[src/hdl/fmt_pkg.sv]
package fmt_pkg;

  localparam int unsigned WordW  = 32;
  localparam int unsigned ExpW   = 8;
  localparam int unsigned FracW  = 23;
  localparam int unsigned SigW   = 24;
  localparam int unsigned ProdW  = 48;
  localparam int unsigned HalfW  = 12;
  localparam int unsigned StatW  = 2;
  localparam logic [9:0]  ExpBias  = 10'd127;
  localparam logic [9:0]  ExpLimit = 10'd255;

  typedef enum logic [StatW-1:0] {
    ST_OK        = 2'd0,
    ST_ZERO      = 2'd1,
    ST_OVERFLOW  = 2'd2,
    ST_UNDERFLOW = 2'd3
  } status_t;

endpackage

[src/hdl/fmt_stream_if.sv]
interface fmt_stream_if #(
  parameter int unsigned DataW = 32
);
  logic             valid;
  logic             ready;
  logic [DataW-1:0] data;

  modport source (output valid, output data, input ready);
  modport sink   (input valid, input data, output ready);
endinterface

[src/hdl/float32_multiply_truncating.sv]
// single-precision multiplier with truncated fraction, no inf/nan handling
// one beat per cycle sustained while the output beat is taken; three register
// stages, the last one being the output register, with the 24x24 significand
// product split into two 24x12 partial products in stage 1 and summed in
// stage 2. the whole pipeline advances together and stalls as a unit when
// the output beat is not taken. status: 0 ok, 1 zero operand, 2 overflow,
// 3 underflow; product is zero whenever status is not ok. in data =
// {operand_a, operand_b}, out data = {product, status}.
module float32_multiply_truncating
  import fmt_pkg::*;
(
  input  logic    clk,
  input  logic    rst_n,
  fmt_stream_if.sink   in_s,
  fmt_stream_if.source out_s
);

  logic adv;
  // stage valids: s1 operands decoded, s2 product summed, s3 packed/output
  logic v1_r, v2_r, v3_r;

  assign adv        = !v3_r || out_s.ready;
  assign in_s.ready = adv;

  // stage 1: decode, exponent sum, partial products
  logic [WordW-1:0] a, b;
  logic [SigW-1:0]  ma, mb;
  logic             za, zb;
  logic [9:0]       ex_sum;
  logic             sg1_r;
  logic [1:0]       cls1_r;   // status before normalization
  logic [9:0]       ex1_r;
  logic [35:0]      pp_lo_r, pp_hi_r;

  assign a  = in_s.data[2*WordW-1:WordW];
  assign b  = in_s.data[WordW-1:0];
  assign ma = {1'b1, a[FracW-1:0]};
  assign mb = {1'b1, b[FracW-1:0]};
  assign za = (a[30:23] == '0) && (a[FracW-1:0] == '0);
  assign zb = (b[30:23] == '0) && (b[FracW-1:0] == '0);
  assign ex_sum = {2'b00, a[30:23]} + {2'b00, b[30:23]};

  logic [1:0] cls_nxt;
  always_comb begin
    if (za || zb) cls_nxt = ST_ZERO;
    else if (ex_sum >= ExpLimit + ExpBias) cls_nxt = ST_OVERFLOW;
    else if (ex_sum <= ExpBias) cls_nxt = ST_UNDERFLOW;
    else cls_nxt = ST_OK;
  end

  always_ff @(posedge clk) begin
    if (!rst_n) begin
      v1_r <= 1'b0;
    end else if (adv) begin
      v1_r <= in_s.valid;
    end
  end

  always_ff @(posedge clk) begin
    if (adv) begin
      sg1_r   <= a[31] ^ b[31];
      cls1_r  <= cls_nxt;
      ex1_r   <= ex_sum - ExpBias;
      pp_lo_r <= ma * mb[HalfW-1:0];
      pp_hi_r <= ma * mb[SigW-1:HalfW];
    end
  end

  // stage 2: sum partial products
  logic [ProdW-1:0] p_r;
  logic             sg2_r;
  logic [1:0]       cls2_r;
  logic [9:0]       ex2_r;

  always_ff @(posedge clk) begin
    if (!rst_n) begin
      v2_r <= 1'b0;
    end else if (adv) begin
      v2_r <= v1_r;
    end
  end

  always_ff @(posedge clk) begin
    if (adv) begin
      p_r    <= {12'd0, pp_lo_r} + {pp_hi_r, 12'd0};
      sg2_r  <= sg1_r;
      cls2_r <= cls1_r;
      ex2_r  <= ex1_r;
    end
  end

  // stage 3: normalize, final overflow check, pack
  logic [9:0]       ex_n;
  logic [FracW-1:0] frac_n;
  logic [1:0]       st_nxt;
  logic [WordW-1:0] prod_nxt;

  always_comb begin
    if (p_r[ProdW-1]) begin
      ex_n   = ex2_r + 10'd1;
      frac_n = p_r[46:24];
    end else begin
      ex_n   = ex2_r;
      frac_n = p_r[45:23];
    end
    st_nxt   = cls2_r;
    prod_nxt = '0;
    if (cls2_r == ST_OK) begin
      if (ex_n >= ExpLimit) st_nxt = ST_OVERFLOW;
      else prod_nxt = {sg2_r, ex_n[ExpW-1:0], frac_n};
    end
  end

  logic [WordW-1:0] prod_r;
  logic [1:0]       st_r;

  always_ff @(posedge clk) begin
    if (!rst_n) begin
      v3_r <= 1'b0;
    end else if (adv) begin
      v3_r <= v2_r;
    end
  end

  always_ff @(posedge clk) begin
    if (adv) begin
      prod_r <= prod_nxt;
      st_r   <= st_nxt;
    end
  end

  assign out_s.valid = v3_r;
  assign out_s.data  = {prod_r, st_r};

  // non-ok status always carries a zero product
  a_zero_prod: assert property (@(posedge clk) disable iff (!rst_n)
    v3_r && (st_r != ST_OK) |-> prod_r == '0) else $error("nonzero product");
  // a stalled result holds
  a_hold: assert property (@(posedge clk) disable iff (!rst_n)
    v3_r && !out_s.ready |=> v3_r && $stable(prod_r) && $stable(st_r))
    else $error("result changed under stall");
  // ok results never have exponent 0 or 255
  a_exp: assert property (@(posedge clk) disable iff (!rst_n)
    v3_r && (st_r == ST_OK) |-> prod_r[30:23] != 8'hff && prod_r[30:23] != 8'h00)
    else $error("bad exponent");

endmodule

[src/flat_wrapper.sv]
// flat-port wrapper written by rule: the top's interface ports become plain ports
module float32_multiply_truncating_flat import fmt_pkg::*;
  (clk, rst_n, in_s_valid, in_s_data, in_s_ready, out_s_valid, out_s_data, out_s_ready);
  fmt_stream_if #(.DataW(64)) in_s_i ();
  fmt_stream_if #(.DataW(34)) out_s_i ();
  input  logic clk;
  input  logic rst_n;
  input wire logic [$bits(in_s_i.valid)-1:0] in_s_valid;
  input wire logic [$bits(in_s_i.data)-1:0] in_s_data;
  output wire logic [$bits(in_s_i.ready)-1:0] in_s_ready;
  output wire logic [$bits(out_s_i.valid)-1:0] out_s_valid;
  output wire logic [$bits(out_s_i.data)-1:0] out_s_data;
  input wire logic [$bits(out_s_i.ready)-1:0] out_s_ready;
  assign in_s_i.valid = in_s_valid;
  assign in_s_i.data = in_s_data;
  assign in_s_ready = in_s_i.ready;
  assign out_s_valid = out_s_i.valid;
  assign out_s_data = out_s_i.data;
  assign out_s_i.ready = out_s_ready;
  float32_multiply_truncating u_core (.clk(clk), .rst_n(rst_n), .in_s(in_s_i), .out_s(out_s_i));
endmodule
[config.mk]
export PLATFORM = sky130hd
export DESIGN_NAME = float32_multiply_truncating_flat
export DESIGN_NICKNAME = d
export VERILOG_FILES = /design/src/hdl/fmt_pkg.sv /design/src/hdl/fmt_stream_if.sv /design/src/hdl/float32_multiply_truncating.sv /design/src/flat_wrapper.sv
export SDC_FILE = /design/constraint.sdc
export NUM_CORES = 2
export LEC_CHECK = 0
export BUFFER_PORTS_ARGS = -buffer_cell sky130_fd_sc_hd__buf_2
export CAP_MARGIN = 20
export CORE_MARGIN = 5
export CORE_UTILIZATION = 25
export DETAILED_ROUTE_END_ITERATION = 16
export PLACE_DENSITY_LB_ADDON = 0.08
export SETUP_SLACK_MARGIN = 0.05
export SYNTH_ARGS = -nofsm -noshare
export SYNTH_HDL_FRONTEND = slang
export SYNTH_SLANG_ARGS = --single-unit
[constraint.sdc]
create_clock -name clk -period 11.09 [get_ports clk]
set_input_delay 2.218 -clock clk [delete_from_list [all_inputs] [get_ports clk]]
set_output_delay 2.218 -clock clk [all_outputs]
set_load 0.05 [all_outputs]
* Word level (Yosys, flattened, before mapping) *
Index checks and enable logic that the tools add are counted.

operators by class
  $add $sub $neg = 4
  multiply operators = 2
  magnitude comparators = 3
  muxes and demuxes = 6
  bitwise operators = 2
  reduce and logical (&&, ||, !) cells = 11

operators by type and width
  kind                   number
  $mul 24x12->36         2
  $add 36x48->48         1
  $logic_not 23->1       2
  $mux 23                1
  $logic_not 8->1        2
  $add 10x1->10 const B  1
  $ge 10x8->1 const B    1
  $ge 10x9->1 const B    1
  $le 10x7->1 const B    1
  $mux 10                1
  $sub 10x7->10 const B  1
  $add 8x8->9            1
  $mux 2                 4
  $logic_and 1x1->1      2
  $logic_not 2->1        1
  $logic_or 1x1->1       2
  $reduce_or 2->1        1
  $logic_not 1->1        1
  $not 1->1              1
  $xor 1x1->1            1

word-level totals
  flip-flop bits (word level) = 183
  input bits = 68
  output and inout port bits = 36
  logic and storage cells = 42

* Depth between registers and ports, before layout *
  word-level depth = 5
  depth in mapped cells = 23
  gate-level depth less buffers = 21

* Worst setup path before layout *
No wires, ideal clock.

  kind = input port to output port
  start point = in out_s_ready
  end point = out in_s_ready
  data arrival time = 5407 ps
  data required time = 8872 ps
  slack = 3465 ps
  stages on the path = 2
  buffers on the path = 0
  cell sequence = nor2b_1 inv_1

between the ends
  longest elaborated chain between the ends = 1

RTL lines
  item              line                               text
  from (decl)       flat_wrapper.sv:13                 input wire logic [$bits(out_s_i.ready)-1:0] out_s_ready;
  $logic_or 1x1->1  float32_multiply_truncating.sv:22  assign adv = !v3_r || out_s.ready;
  to (decl)         flat_wrapper.sv:10                 output wire logic [$bits(in_s_i.ready)-1:0] in_s_ready;

No other way between the ends.

* Worst setup path in the final report *
  start point = in in_s_data[9]
  end point = reg u_core.pp_lo_r[35] (data pin)

between the ends
  longest elaborated chain between the ends = 1

RTL lines
  item                  line                               text
  from (decl)           flat_wrapper.sv:9                  input wire logic [$bits(in_s_i.data)-1:0] in_s_data;
  $mul 24x12->36        float32_multiply_truncating.sv:64  pp_lo_r <= ma * mb[HalfW-1:0];
  to (signal assigned)  float32_multiply_truncating.sv:64
  to (decl)             float32_multiply_truncating.sv:33  logic [35:0] pp_lo_r, pp_hi_r;

No other way between the ends.
A chain may end at the register's enable or synchronous reset.

==> results list <==
- Unique cell type count in the Yosys netlist: 53
* Headroom to the max-slew limit: 40.41%
* Cell area after synthesis: 0.02372 mm2
- Net Switching: 4.444 mW
- Logic gate share of total power: 77.7%
- CTS built an H-tree with a depth of 4.
* Final cell utilization of the core: 27.60%
* Clock-pin slew reported for the worst setup and hold paths after clock tree synthesis: 60 ps
- Total setup buffers inserted after CTS: 0
- CTS saw 148 sinks.
- Leading cell types in the layout, fill and taps excluded: inv_1 (574), fa_1 (440), nand2_1 (438)
- First-pass GRT wire length: 110200 um
- In this run switching power makes up 52.07% of total power.
- For this run, the detailed router's first-pass iteration total came to 5.
- Number of global-route vias before repair: 18220
- Data arrives at the worst endpoint at 8560 ps.
- Remaining design rule violation count: 0
- The clock network is responsible for 6.8% of the overall power.
- Detailed Place HPWL: 54250 um
- Final weighted congestion in routability-driven placement: 0.7926
- After routing, the total negative slack on setup checks comes to 0 ps.
- No sink is reached through more buffers than the 2 on the longest clock path.
* Dominant register cell in the synthesized netlist: edfxtp_1
* Setup violation total in the final timing report: 0
- The number of nets handed over by synthesis was 3206.
* Starting DRT DRC Count: 600
- Cells after synthesis: 2521
- Area of the core: 0.09459 mm2
- TritonCTS clock tree: done
- # IOs: 104
- The clock reaches the later pin of the worst-skew pair after 470 ps.
- The area growth from synthesis to layout is 10.08%.
- Post-route cell area: 0.02611 mm2
- Element type at the critical path start: primary input
- The completed layout was analyzed and its total power is 8.536 mW.
* Final Skew: 12.22 ps
* Length of routed met2 wiring: 31060 um
- The worst setup path is of the primary input to flip-flop kind.
- Average wire per standard cell: 18.09 um
- In this run the biggest area consumer among cell types represents 37.14% of the synthesized area.
- Aggregate routed wire length: 69260 um
* Number of buffers added on ports: 103
* GRT Util Overall: 13.95%
- After synthesis, the share of flip-flops with an asynchronous set or reset is 0%.
- Summed over all layers, the global routing overflow is 0.
- Static leakage: 12.75 nW
- Worst setup slack after placement: 2128 ps
- The count of nets left with antenna violations once routing finished came out at 0.
- Total number of yosys warnings: 0
* Max IR drop VDD: 0.2502 mV
- Reg-to-reg critical path startpoint: u_core.pp_hi_r[8]
- Post-detailed-placement cell area: 0.02548 mm2
* Buffer cell driving the clock tree root: clkbuf_16
- Share of cells above drive strength 1: 5.894%
- Multi-input gate area: 0.01675 mm2
- For this configuration, the core starts out at a cell density of 25.08%.
* Overall via count from detail_route: 16300
* Number of buffers added to fix hold violations after cts: 0
* Met3 WL post-DR: 1895 um
- Of the available clock period, the critical path in the final layout requires 75.67%.
- Post-CTS repair changed the size of 0 cells.
- Synthesized area per cell: 9.408 um2
- Number of max-cap violations: 0
- Result of the run: completed
- The startpoint identified for the worst hold timing path is u_core.cls1_r[1].
- Final count of hold timing violations: 0
- The largest total area in the synthesized netlist belongs to fa_1.
- In the final routing, the length of wire on met1 measures 35360 um.
- Post-layout minimum cycle time: 8391 ps
- Counting tap cells, the placed design contains a total of 3792 instances.
- CTS Buf Count: 17
* Class of the most critical hold timing path: flip-flop to flip-flop
- Worst Max-Slew Pin Slew: 893.9 ps
* Main area contributors after synthesis: fa_1 (37%), edfxtp_1 (18%), ha_1 (9.3%), inv_1 (9.1%), nand2_1 (6.9%)
- Counting flops and latches in the post-synthesis netlist gives 148.
- Setup repair after global routing left no endpoint under its margin.
- Of the total power, registers draw 15.5%.
- Counting the fill cells in the layout gives 10020.
- Most common library cell in the layout ignoring fill and taps: inv_1
- Number of vias per cell: 4.259
* Seq/Total Area, Yosys: 18.61%
- In this run the horizontal extent of the chip is 318.0 um.
* Smallest hold slack: 416.6 ps
- Pwr Density: 326.9 mW/mm2
- Floorplan die height: 318.0 um
* Crit path setup slack, layout: 2699 ps
- The worst setup path is captured at a flip-flop.
- The critical path starts at in_s_data[9].
- Data on the critical path is required at its endpoint by 11260 ps.
- Top metal layer carrying routed signals: met4
- Peak clock frequency supported by timing: 119.2 MHz
- The finished layout holds 3828 standard cells, fillers aside.
* Pint: 4.092 mW
- EDFF count, synth: 145
- The final layout contains 3234 nets.
* Max-slew violation total from the final report: 0
- In this run the worst path has a maximum fanout of 14.
- The floorplan step defined a die boundary enclosing 0.1011 mm2.
- Maximum number of pins on one net before global-route repair: 77
- Num rows: 113
- The initial antenna violation count was 7.
- Across the whole layout, storage elements account for 0.004414 mm2.
-- layout make-up --
type	instances	share of cell area, %
multi-input combinational	1693	64.16
sequential	148	16.91
inverter	575	8.286
tap	1265	6.062
timing repair buffer	114	2.329
clock buffer	17	1.629
clock inverter	15	0.6182
antenna	1	0.009585
-- cell families (layout without fill, tap and decap cells) --
family / count (synthesis) / count (layout) / share of synthesized area, %
DFF: 148 / 148 / 18.61
and+or+nand+nor: 775 / 775 / 14.62
AOI/OAI and AO/OA: 180 / 180 / 4.932
other: 0 / 1 / 0
xor gates and xnor gates: 96 / 96 / 3.545
buffers and inverters: 680 / 721 / 10.76
adders and majority gates: 617 / 617 / 46.48
muxes: 25 / 25 / 1.055
-- worst max-delay path, stage by stage --
cell,delay [ps]
buf_2,380
inv_1,400
nor2_1,380
fa_1,490
fa_1,480
fa_1,410
fa_1,510
inv_1,50
fa_1,490
inv_1,50
ha_1,350
a21o_1,220
o21bai_1,180
a221oi_1,430
o221ai_1,210
a21oi_1,390
o21ai_0,290
o41ai_1,390
xnor2_1,220
-- path summary, 6_finish.rpt --
path	endpoint	slack, ps	cells after the start
worst min-delay path	u_core.cls2_r[1]	420	0
worst max-delay path	u_core.pp_lo_r[35]	2700	19
worst min register to register	u_core.cls2_r[1]	420	0
worst max register to register	u_core.p_r[39]	7730	9
-- cell usage after synthesis (all sizes together), types with 3 or more instances --
master	number
a21o	35
o21ai	24
o22ai	4
or3	7
nor2	104
nor3b	3
inv	575
o21a	10
nand4	16
edfxtp	145
a211oi	4
nor2b	9
and2	121
a21oi	60
o21bai	8
nor4	16
xnor2	69
and4	3
a31oi	5
a21boi	3
nand3	20
mux2i	25
dfxtp	3
nand2	438
a221o	3
clkbuf	103
fa	440
o31ai	4
xor2	27
a22oi	3
ha	177
nand2b	7
o211ai	3
and3	7
nor3	18
a221oi	3
-- flip-flops by register name, summed over array words and instances (netlist names) --
signal / flops
u_core.cls1_r: 2
u_core.st_r: 2
u_core.pp_hi_r: 36
u_core.v2_r: 1
u_core.prod_r: 32
u_core.sg1_r: 1
u_core.ex1_r: 10
u_core.pp_lo_r: 24
u_core.v1_r: 1
u_core.cls2_r: 2
u_core.ex2_r: 10
u_core.sg2_r: 1
u_core.out_s.valid: 1
u_core.p_r: 25
-- per-layer routing --
metal | global-route usage [%] | up-vias
met1 | 20.50 | 8314
met4 | 2.803 | 0
li1 | - | 7699
met3 | 1.596 | 48
met5 | 0 | -
met2 | 22.35 | 243
-- power by group through the flow --
stage	Sequential (mW)	Combinational (mW)	Clock [mW]
floorplan	1.36	4.58	0
global placement	1.33	6.74	0
detailed placement	1.34	6.73	0
CTS	1.33	6.76	0.613
global route	1.35	7.58	0.633
finish	1.32	6.63	0.582
No activity file was read; power rests on OpenSTA's default activity.
